===== src/sv/tpdr_pkg.sv =====
// Types, constants and the quarter-wave sine table of the torus point depth rasterizer.
package tpdr_pkg;

    localparam int COLS       = 80;
    localparam int ROWS       = 24;
    localparam int PHASE_BITS = 12;
    localparam int CELLS      = COLS * ROWS;
    localparam int CELL_AW    = $clog2(CELLS);
    localparam int QTR        = 1 << (PHASE_BITS - 2);
    localparam int ONE_Q14    = 16384;
    localparam int DEN_OFFSET = 5 * ONE_Q14;
    localparam int COL_W      = 7;
    localparam int ROW_W      = 5;
    localparam int GLYPH_W    = 4;
    localparam int GLYPH_MAX  = 11;
    localparam int DEPTH_W    = 16;
    localparam int ROM_W      = 15;
    localparam int DW         = 20;
    localparam int PW         = 2 * DW;
    localparam int DEN_W      = DW - 1;
    localparam int DIV_BITS   = 31;
    localparam int STEP_W     = 5;

    localparam logic ACT_CLEAR = 1'b0;
    localparam logic ACT_PLOT  = 1'b1;

    // Register indexes of the configuration port.
    localparam logic CFG_ROT_A = 1'b0;
    localparam logic CFG_ROT_B = 1'b1;

    // Trig lookup order.
    localparam int TI_SA = 0;
    localparam int TI_CA = 1;
    localparam int TI_SB = 2;
    localparam int TI_CB = 3;
    localparam int TI_ST = 4;
    localparam int TI_CT = 5;
    localparam int TI_SR = 6;
    localparam int TI_CR = 7;
    localparam int TRIG_LAST = 8;

    // Multiply sequence: each step leaves its Q14 product in slot of same number.
    localparam int MS_CH   = 0;
    localparam int MS_CHSA = 1;
    localparam int MS_STCA = 2;
    localparam int MS_CHCA = 3;
    localparam int MS_STSA = 4;
    localparam int MS_CRH  = 5;
    localparam int MS_CD   = 6;
    localparam int MS_CRCT = 7;
    localparam int MS_P1   = 8;
    localparam int MS_P2   = 9;
    localparam int MS_Q1   = 10;
    localparam int MS_Q2   = 11;
    localparam int MS_CDCA = 12;
    localparam int MS_L1   = 13;
    localparam int MS_CDSA = 14;
    localparam int MS_L3   = 15;
    localparam int MUL_LAST = 15;

    // Projection steps.
    localparam int PS_DP  = 0;
    localparam int PS_DQ  = 1;
    localparam int PS_FIN = 2;

    localparam int DS_GO   = 0;
    localparam int DS_WAIT = 1;

    typedef struct packed {
        logic                  action;
        logic [PHASE_BITS-1:0] tube_phase;
        logic [PHASE_BITS-1:0] ring_phase;
    } t_in_word;

    typedef struct packed {
        logic [COL_W-1:0]   col;
        logic [ROW_W-1:0]   row;
        logic [GLYPH_W-1:0] glyph;
    } t_out_word;

    typedef enum logic [3:0] {
        S_CLEAR,
        S_IDLE,
        S_TRIG,
        S_MUL,
        S_DIV,
        S_PROJ,
        S_READ,
        S_CMP
    } t_state;

    typedef enum logic [3:0] {
        OP_NONE,
        OP_LOAD,
        OP_CLEAR,
        OP_TRIG,
        OP_MUL,
        OP_DIVGO,
        OP_PROJ,
        OP_RDMEM,
        OP_UPDATE
    } t_op;

    typedef struct packed {
        t_op               op;
        logic [STEP_W-1:0] step;
    } t_cmd;

    typedef struct packed {
        logic clr_last;
        logic div_done;
        logic out_busy;
    } t_sts;

    typedef logic [ROM_W-1:0] t_qsin_tab [QTR+1];

    // Quarter wave in Q14, from a Q30 Taylor series rounded to nearest.
    function automatic t_qsin_tab build_qsin();
        t_qsin_tab   tab;
        logic [63:0] x;
        logic [63:0] term;
        longint      sum;
        for (int k = 0; k <= QTR; k++) begin
            x    = (64'(k) * 64'd6746518852) >> PHASE_BITS;
            term = x;
            sum  = longint'(x);
            for (int n = 1; n <= 8; n++) begin
                term = (term * x) >> 30;
                term = (term * x) >> 30;
                term = term / 64'((2 * n) * (2 * n + 1));
                if (n % 2 == 1) sum = sum - longint'(term);
                else sum = sum + longint'(term);
            end
            if (sum < 0) sum = 0;
            tab[k] = ROM_W'((sum + 32768) >>> 16);
        end
        return tab;
    endfunction

    localparam t_qsin_tab QSIN_TAB = build_qsin();

endpackage


===== src/sv/tpdr_ctrl.sv =====
// Sequencer: clear sweeps, or a sample's lookup, multiply, divide, project and depth test.
module tpdr_ctrl
    import tpdr_pkg::*;
(
    input  logic i_clk,
    input  logic i_rst_n,
    input  logic i_in_valid,
    input  logic i_in_action,
    input  t_sts i_sts,
    output t_cmd o_cmd,
    output logic o_in_stall
);

    t_state            r_state, n_state;
    logic [STEP_W-1:0] r_step, n_step;

    always_ff @(posedge i_clk) begin
        if (!i_rst_n) begin
            r_state <= S_CLEAR;
            r_step  <= '0;
        end else begin
            r_state <= n_state;
            r_step  <= n_step;
        end
    end

    always_comb begin
        n_state = r_state;
        n_step  = r_step + STEP_W'(1);
        case (r_state)
            S_CLEAR: begin
                n_step = '0;
                if (i_sts.clr_last) n_state = S_IDLE;
            end
            S_IDLE: begin
                n_step = '0;
                if (i_in_valid) n_state = (i_in_action == ACT_CLEAR) ? S_CLEAR : S_TRIG;
            end
            S_TRIG: begin
                if (r_step == STEP_W'(TRIG_LAST)) begin
                    n_state = S_MUL;
                    n_step  = '0;
                end
            end
            S_MUL: begin
                if (r_step == STEP_W'(MUL_LAST)) begin
                    n_state = S_DIV;
                    n_step  = STEP_W'(DS_GO);
                end
            end
            S_DIV: begin
                n_step = STEP_W'(DS_WAIT);
                if (r_step == STEP_W'(DS_WAIT) && i_sts.div_done) begin
                    n_state = S_PROJ;
                    n_step  = STEP_W'(PS_DP);
                end
            end
            S_PROJ: begin
                if (r_step == STEP_W'(PS_FIN)) n_state = S_READ;
            end
            S_READ: n_state = S_CMP;
            S_CMP: begin
                if (!i_sts.out_busy) n_state = S_IDLE;
            end
            default: n_state = S_IDLE;
        endcase
    end

    always_comb begin
        o_cmd.step = r_step;
        o_in_stall = (r_state != S_IDLE);
        case (r_state)
            S_CLEAR: o_cmd.op = OP_CLEAR;
            S_IDLE:  o_cmd.op = i_in_valid ? OP_LOAD : OP_NONE;
            S_TRIG:  o_cmd.op = OP_TRIG;
            S_MUL:   o_cmd.op = OP_MUL;
            S_DIV:   o_cmd.op = (r_step == STEP_W'(DS_GO)) ? OP_DIVGO : OP_NONE;
            S_PROJ:  o_cmd.op = OP_PROJ;
            S_READ:  o_cmd.op = OP_RDMEM;
            S_CMP:   o_cmd.op = i_sts.out_busy ? OP_NONE : OP_UPDATE;
            default: o_cmd.op = OP_NONE;
        endcase
    end

endmodule


===== config.mk =====
export PLATFORM = sky130hd
export DESIGN_NAME = tpdr_ctrl
export DESIGN_NICKNAME = d
export VERILOG_FILES = /design/src/sv/tpdr_pkg.sv /design/src/sv/tpdr_ctrl.sv
export SDC_FILE = /design/constraint.sdc
export NUM_CORES = 1
export LEC_CHECK = 0
export ABC_AREA = 0
export BUFFER_PORTS_ARGS = -buffer_cell sky130_fd_sc_hd__buf_2
export CAP_MARGIN = 20
export CORE_ASPECT_RATIO = 1.1
export CORE_UTILIZATION = 35
export DETAILED_ROUTE_END_ITERATION = 6
export GPL_TIMING_DRIVEN = 0
export PLACE_DENSITY = 0.56
export SLEW_MARGIN = 40
export SYNTH_ARGS = -nofsm -noshare
export SYNTH_HDL_FRONTEND = slang
export SYNTH_SLANG_ARGS = --single-unit

===== constraint.sdc =====
create_clock -name i_clk -period 3.6 [get_ports i_clk]
set_input_delay 0.72 -clock i_clk [delete_from_list [all_inputs] [get_ports i_clk]]
set_output_delay 0.72 -clock i_clk [all_outputs]
set_load 0.01 [all_outputs]

==> results.txt, run 1 <==
----------------------------------------------------
[Logic synthesis]
  Flip-flop and latch count after synthesis ... 8
  Total number of yosys warnings ... 0
  Asr flop ratio synth ... 0
  Netlist cell types ... 40
  Portion of the post-synthesis area used by sequential elements ... 0.250
  Mean area per synthesized cell ... 8.64 um2
  Most common library cells after synthesis ... 8 x dfxtp_1, 6 x ha_1, 6 x inv_1
  Cells taking the most area after synthesis ... dfxtp_1 25%, ha_1 12%, inv_1 3.5%, nor3b_1 3.5%, nand3b_4 3.1%
  Netlist Area Pre-Place ... 639 um2
  Most common cell in the netlist ... dfxtp_1
  Share of Yosys cell area claimed by the top area cell type ... 0.250
  Most instantiated flip-flop cell in the synthesis netlist ... dfxtp_1
  Number of synthesized flops with an enable pin ... 0
  Synth Net Count ... 87
  Cell taking the most area after synthesis ... dfxtp_1
  Post-Syn Instances ... 74

[Floorplanning]
  Floorplan die width ... 42.8 um
  Height of the chip ... 46.8 um
  Starting density of the core ... 0.392
  Row cnt ... 15
  Die area ... 2000 um2
  Standard cell core area ... 1630 um2
  I/O pin count ... 17

[Pwr]
  P per Cell Area ... 269 nW/um2
  Standby leakage power ... 0.358 nW
  Highest ir drop seen on vdd ... 171 uV

[Setup path]
  Crit Path Max Fanout ... 10
  Start point of the critical path ... r_state[2]
  Endpoint of the worst-slack reg-to-reg timing path ... r_state[0]
  Number of cells on the worst reg-to-reg path ... 8
  Source of the worst register-to-register timing path ... r_step[0]
  Largest stage delay on the critical path ... 0.45 ns
  Buf+Inv Stages, Crit Path ... 2
  Library cell contributing the largest single delay on the critical path ... dfxtp_1
  Sort of element at the end of the critical path ... output port
  Critical path startpoint category ... flop
  Chain of cells forming the critical path ... clkbuf_1 > a21oi_1 > a211oi_1 > buf_2
  Path type of the worst setup path ... reg2out
  Setup slack of the worst register-to-register path ... 1.77 ns
  Critical Path Sink ... o_cmd[7]
  Endpoint arrival time on the critical path ... 1.49 ns
  CP top delay family ... buffers and inverters
  Critical path data required time ... 2.88 ns
  Critical path depth in cells ... 4

[Clock tree]
  Number of hold buffers added after CTS ... 0
  Max Buffers Root-to-Sink ... 2
  H-Tree Level Count ... 1
  Clock root cell ... clkbuf_4
  Clock latency of the later-clocked register in the worst-skew pair ... 0.26 ns
  Number of resized instances in the post-cts repair step ... 0
  Number of clock sinks ... 8
  Num CTS Buffers ... 3
  Setup Fix Bufs, Post-CTS ... 0
  Clock transition at path regs ... 0.06 ns
  CTS tree ... yes

[Timing]
  Number of hold violations in the final report ... 0
  Headroom to the max-slew limit ... 0.720
  Fin Setup TNS ... 0 ns
  # setup viols final ... 0
  Slew at the pin with the worst max-slew slack ... 0.420 ns
  Unrepaired setup endpoints after global routing ... no
  Highest achievable clock rate ... 453 MHz
  Clock period minus final worst setup slack ... 2.21 ns
  Post-route clock period utilization ... 0.613
  Max-slew violation total from the final report ... 0
  Smallest hold slack ... 0.621 ns
  Fin Clk Skew ... 0.00200 ns

[Run]
  Max-cap violations ... 0

[Routing]
  Drt first-iter violations ... 2
  Routed vias ... 596
  Final Routed Wirelength ... 1460 um
  Met1 Wirelength ... 708 um
  Vias per std cell ... 5.47
  Remaining antenna violation count after routing ... 0
  Met2 WL post-DR ... 646 um
  Routed wire per std cell ... 13.4 um
  Met3 routed wirelength ... 72 um
  First drt pass iteration count ... 2
  DRC errors left ... 0
  Uppermost metal layer occupied by signal nets ... met4

[Finish]
  Layout area overhead ... 18.6%
  Layout Cells excl Fill ... 109
  Fraction of layout cells with a size suffix above 1 ... 0.250
  Number of fill cells ... 171
  Final Cell Area ... 758 um2
  Net total in the final layout ... 107
  Diodes inserted ... 0
  Final core area utilization ... 0.464

[GRT]
  Global-route wire length before repair ... 2360 um
  Via count of the first global-routing pass ... 550
  Initial antenna violation count ... 0
  Maximum number of pins on one net before global-route repair ... 11
  GRT overflow ... 0
  Total global-route track usage ... 0.162

[Placed design]
  Cell Area, Placed ... 736 um2
  Input/output buffers ... 15
  Dpl cells ... 106
  Post-detail-place hpwl ... 1100 um
  Weighted congestion at the end of routability-driven global placement ... 0.732

[Run status]
  Outcome ... finished clean

[Hold path]
  Worst hold-check path type ... reg2reg

----------------------------------------------------
==> kinds of logic after synthesis <==
family	after synthesis	share of synthesized area
muxes	1	0.0157
DFF	8	0.250
xor gates and xnor gates	3	0.0411
and+or+nand+nor	28	0.299
adders and majority gates	6	0.117
AOI/OAI and AO/OA	18	0.213
buffers and inverters	10	0.0626
==> worst register-to-register path, stage by stage (launching register included) <==
cell and delay (ns):
dfxtp_1 0.41, ha_1 0.21, nand3_1 0.11, inv_1 0.08, ha_1 0.19, a21o_1 0.12
o21ai_0 0.13, a2111o_1 0.34, o211a_1 0.13
==> state kept, by name (all words and copies together), names as in the netlist <==
signal	count
r_step	5
r_state	3
==> metal layers <==
metal / GRT usage / vias up
li1: - / 312
met1: 0.189 / 266
met2: 0.276 / 14
met3: 0.0385 / 4
met4: 0.100 / 0
met5: 0 / -
==> layout make-up <==
type,count,area [um2],area share
repair buffers,15,75.1,0.0990
flip-flops and latches,8,160,0.211
multi-input cells,56,439,0.579
plain buffers,4,17.5,0.0231
well taps,17,21.3,0.0281
inverters,6,22.5,0.0297
clock buffers,3,22.5,0.0297
==> worst min path at each step <==
stage | to | slack (ns) | cells past startpoint | start
finish | r_step[2] | 0.62 | 2 | r_step[2]
global route | r_step[3] | 0.69 | 2 | r_step[3]
CTS | r_step[2] | 0.62 | 2 | r_step[2]
detailed placement | r_step[2] | 0.61 | 2 | r_step[2]
global placement | r_step[2] | 0.60 | 2 | r_step[2]
floorplan | r_step[2] | 0.62 | 2 | r_step[2]
==> per-stage QoR <==
step | setup WS, ns | power, mW
floorplan | 1.82 | 0.121
global placement | 1.64 | 0.133
detailed placement | 1.64 | 0.134
CTS | 1.35 | 0.207
global route | 1.25 | 0.213
finish | 1.39 | 0.204
==> power by group <==
part | switching (mW) | total (mW) | internal [mW]
sequential | 0.00385 | 0.0946 | 0.0908
combinational | 0.0204 | 0.0368 | 0.0164
clock | 0.0339 | 0.0723 | 0.0384
==> cells in the final DEF (no fill, tap or decap), types with 2 or more instances in the layout <==
cell      netlist  final
buf_2           2     17
nor2b_1         3      3
a31oi_1         2      2
nand3_1         3      3
inv_1           6      6
nor3_1          2      2
clkbuf_4        0      3
nand3b_1        2      2
dfxtp_1         8      8
nor3b_1         3      3
xnor2_1         2      2
ha_1            6      6
o21ai_0         3      3
nor2_1          3      3
nand2_1         3      3
No activity file was read; power rests on OpenSTA's default activity.
==> run 2, diff against run 1 <==
--- a/config.mk
+++ b/config.mk
@@ -5,14 +5,14 @@
 export SDC_FILE = /design/constraint.sdc
 export NUM_CORES = 1
 export LEC_CHECK = 0
-export ABC_AREA = 0
+export ABC_AREA = 1
 export BUFFER_PORTS_ARGS = -buffer_cell sky130_fd_sc_hd__buf_2
 export CAP_MARGIN = 20
 export CORE_ASPECT_RATIO = 1.1
 export CORE_UTILIZATION = 35
 export DETAILED_ROUTE_END_ITERATION = 6
 export GPL_TIMING_DRIVEN = 0
-export PLACE_DENSITY = 0.56
+export PLACE_DENSITY = 0.58
 export SLEW_MARGIN = 40
 export SYNTH_ARGS = -nofsm -noshare
 export SYNTH_HDL_FRONTEND = slang
==> constraint.sdc (replaced) <==
create_clock -name i_clk -period 1.9 [get_ports i_clk]
set_input_delay 0.38 -clock i_clk [delete_from_list [all_inputs] [get_ports i_clk]]
set_output_delay 0.38 -clock i_clk [all_outputs]
set_load 0.01 [all_outputs]
==> results.txt, run 2 <==
----------------------------------------------------
[Setup path]
  Sort of element at the end of the critical path ... output port
  Endpoint of the worst-slack reg-to-reg timing path ... r_state[1]
  Number of cells on the worst reg-to-reg path ... 11 (+3)
  Endpoint arrival time on the critical path ... 1.41 ns (-0.08 ns)
  Source of the worst register-to-register timing path ... r_step[0]
  Critical path startpoint category ... flop
  Crit Path Max Fanout ... 7 (-3)
  Setup slack of the worst register-to-register path ... 0.26 ns (-1.51 ns)
  Path type of the worst setup path ... reg2out
  Critical path data required time ... 1.52 ns (-1.36 ns)

[Routing]
  Routed wire per std cell ... 9.87 um (-26%)
  DRC errors left ... 2 (+2)
  Routed vias ... 689 (+16%)
  Remaining antenna violation count after routing ... 0 (unchanged)
  Final Routed Wirelength ... 1420 um (-2.6%)
  First drt pass iteration count ... 6 (+4)
  Vias per std cell ... 4.78 (-12%)
  Drt first-iter violations ... 11 (+9)

[Timing]
  Headroom to the max-slew limit ... 0.836 (+0.116)
  Number of hold violations in the final report ... 0 (unchanged)
  Post-route clock period utilization ... 0.943
  Slew at the pin with the worst max-slew slack ... 0.245 ns (-0.175 ns)
  Smallest hold slack ... 0.406 ns (-0.215 ns)
  Unrepaired setup endpoints after global routing ... no
  Fin Setup TNS ... 0 ns (unchanged)
  Fin Clk Skew ... 0.00772 ns (+0.00573 ns)
  Clock period minus final worst setup slack ... 1.79 ns
  # setup viols final ... 0 (unchanged)
  Max-slew violation total from the final report ... 0 (unchanged)
  Highest achievable clock rate ... 558 MHz

[Pwr]
  P per Cell Area ... 995 nW/um2 (+270%)
  Standby leakage power ... 0.439 nW (+23%)
  Highest ir drop seen on vdd ... 533 uV (+210%)

[Clock tree]
  H-Tree Level Count ... 1 (unchanged)
  Number of resized instances in the post-cts repair step ... 0 (unchanged)
  Number of clock sinks ... 8 (unchanged)
  Clock latency of the later-clocked register in the worst-skew pair ... 0.27 ns (about the same)
  Clock transition at path regs ... 0.06 ns (about the same)
  Max Buffers Root-to-Sink ... 2 (unchanged)
  Clock root cell ... clkbuf_4
  Setup Fix Bufs, Post-CTS ... 0 (unchanged)
  Number of hold buffers added after CTS ... 0 (unchanged)
  CTS tree ... yes
  Num CTS Buffers ... 3 (unchanged)

[Floorplanning]
  Starting density of the core ... 0.374 (-0.0180)
  Die area ... 2080 um2 (+3.9%)
  Row cnt ... 16 (+1)
  Floorplan die width ... 43.6 um (+1.9%)
  I/O pin count ... 17 (unchanged)
  Standard cell core area ... 1780 um2 (+9.1%)
  Height of the chip ... 47.7 um (+2.0%)

[Finish]
  Number of flip-flops in the largest register ... 5 (unchanged)
  Largest registers ... r_step: 5 flops, r_state: 3 flops
  Most frequent cells in the layout ... 24 x inv_1, 19 x nor2_1, 17 x nand2_1
  Diodes inserted ... 0 (unchanged)
  Fraction of layout cells with a size suffix above 1 ... 0.254 (+0.00397)
  Register ranked first by flip-flop count ... r_step
  Net total in the final layout ... 141 (+32%)
  Commonest non-fill, non-tap cell in the layout ... inv_1
  Layout area overhead ... 19.9%
  Final Cell Area ... 798 um2 (+5.3%)
  Final core area utilization ... 0.448 (-0.0163)

[Logic synthesis]
  Flip-flop and latch count after synthesis ... 8 (unchanged)
  Synth Net Count ... 120 (+38%)
  Most common library cells after synthesis ... 24 x inv_1, 19 x nor2_1, 17 x nand2_1
  Cells taking the most area after synthesis ... dfxtp_1 24%, inv_1 14%, ha_1 11%, nor2_1 11%, nand2_1 9.6%
  Number of synthesized flops with an enable pin ... 0 (unchanged)
  Netlist cell types ... 18 (-55%)
  Post-Syn Instances ... 107 (+45%)
  Share of the synthesized netlist area taken by xor and xnor gates ... 0 (-0.0411)
  Mux contribution to synthesized area ... 0 (-0.0157)
  Cell taking the most area after synthesis ... dfxtp_1
  Asr flop ratio synth ... 0 (unchanged)
  Post-Synth Simple-Gate Area ... 0.391 (+0.0916)
  Share of Yosys cell area claimed by the top area cell type ... 0.241 (-0.00989)
  Portion of the post-synthesis area used by sequential elements ... 0.241 (-0.00989)
  Compound-cell area share of the yosys netlist ... 0.0996 (-0.114)
  Post-synthesis adder-cell area fraction ... 0.113 (-0.00463)
  Netlist Area Pre-Place ... 666 um2 (+4.1%)
  Total number of yosys warnings ... 0 (unchanged)
  Most common cell in the netlist ... inv_1
  Dominant combinational cell family by area after synthesis ... simple AND/OR/NAND/NOR gates
  Mean area per synthesized cell ... 6.22 um2 (-28%)
  Most instantiated flip-flop cell in the synthesis netlist ... dfxtp_1

[Placed design]
  Weighted congestion at the end of routability-driven global placement ... 0.750 (+2.3%)
  Cell Area, Placed ... 768 um2 (+4.4%)
  Post-detail-place hpwl ... 1110 um (+0.33%)
  Input/output buffers ... 16 (+1)

[Hold path]
  Worst hold-check path type ... in2reg
  Worst Hold Depth ... 3 (+1)
  Worst-case hold path end point ... r_state[0]
  Min-Delay Startpoint ... i_rst_n

[GRT]
  Maximum number of pins on one net before global-route repair ... 11 (unchanged)
  Met3 GRT Util ... 0.0377 (-0.000726)
  Busiest grt layer ... met2
  Total global-route track usage ... 0.158 (-0.00432)
  Initial antenna violation count ... 0 (unchanged)
  Global routing met1 resource utilization ... 0.193 (+0.00401)
  Via count of the first global-routing pass ... 561 (+2.0%)
  GRT overflow ... 0 (unchanged)
  Global-route wire length before repair ... 2310 um (-2.0%)
  Met2 demand-to-capacity share in global routing ... 0.239 (-0.0370)

[Run]
  Max-cap violations ... 0 (unchanged)

[Run status]
  Outcome ... finished with violations
  Violated checks ... design-rule violations

----------------------------------------------------
run 2: layer usage:
metal / vias to the layer above / share of wire
met1: 304 / 0.46
met5: - / 0
met3: 6 / 0.057
li1: 363 / -
met4: 0 / 0.034
met2: 16 / 0.45
run 2: cell type report:
class                           instances  area [um2]
Fill cell                             210         983
Multi-Input combinational cell         74         407
Sequential cell                         8         163
Inverter                               24        90.1
Timing Repair Buffer                   16        80.1
Clock buffer                            3        22.5
Tap cell                               18        22.5
Buffer                                  1        13.8
run 2: worst max-delay path by stage:
stage,cells past startpoint,endpoint,from
6_report,7,o_cmd[5],r_step[0]
5_1_grt,7,o_cmd[5],r_step[0]
4_1_cts,7,o_cmd[5],r_step[0]
3_5_place_dp,11,r_state[1],r_step[0]
3_3_place_gp,11,r_state[0],r_step[0]
2_1_floorplan,11,r_state[1],r_step[0]
run 2: report_power, final:
group / internal [mW] / switching [mW] / total, mW
Sequential: 0.200 / 0.0488 / 0.249
Combinational: 0.160 / 0.244 / 0.403
Clock: 0.0731 / 0.0691 / 0.142
run 2: worst max-delay path, cell delays in order, from the launching register on:
cell,delay (ns)
dfxtp_2,0.36
inv_1,0.08
ha_1,0.14
inv_1,0.03
nor2_1,0.13
nand4_1,0.14
o211ai_1,0.11
buf_2,0.15
run 2: logic make-up (layout without fill, tap and decap cells):
family / after synthesis / count (layout)
and+or+nand+nor: 56 / 56
buffers and inverters: 25 / 44
AOI/OAI and AO/OA: 12 / 12
DFF: 8 / 8
adders and majority gates: 6 / 6
run 2: per-stage QoR:
step,total power [mW],worst slack (ns),std cells
floorplan,0.538,0.308,107
global placement,0.644,0.170,141
detailed placement,0.647,0.151,141
CTS,0.794,0.0440,144
global route,0.875,0.00539,144
finish,0.795,0.108,144
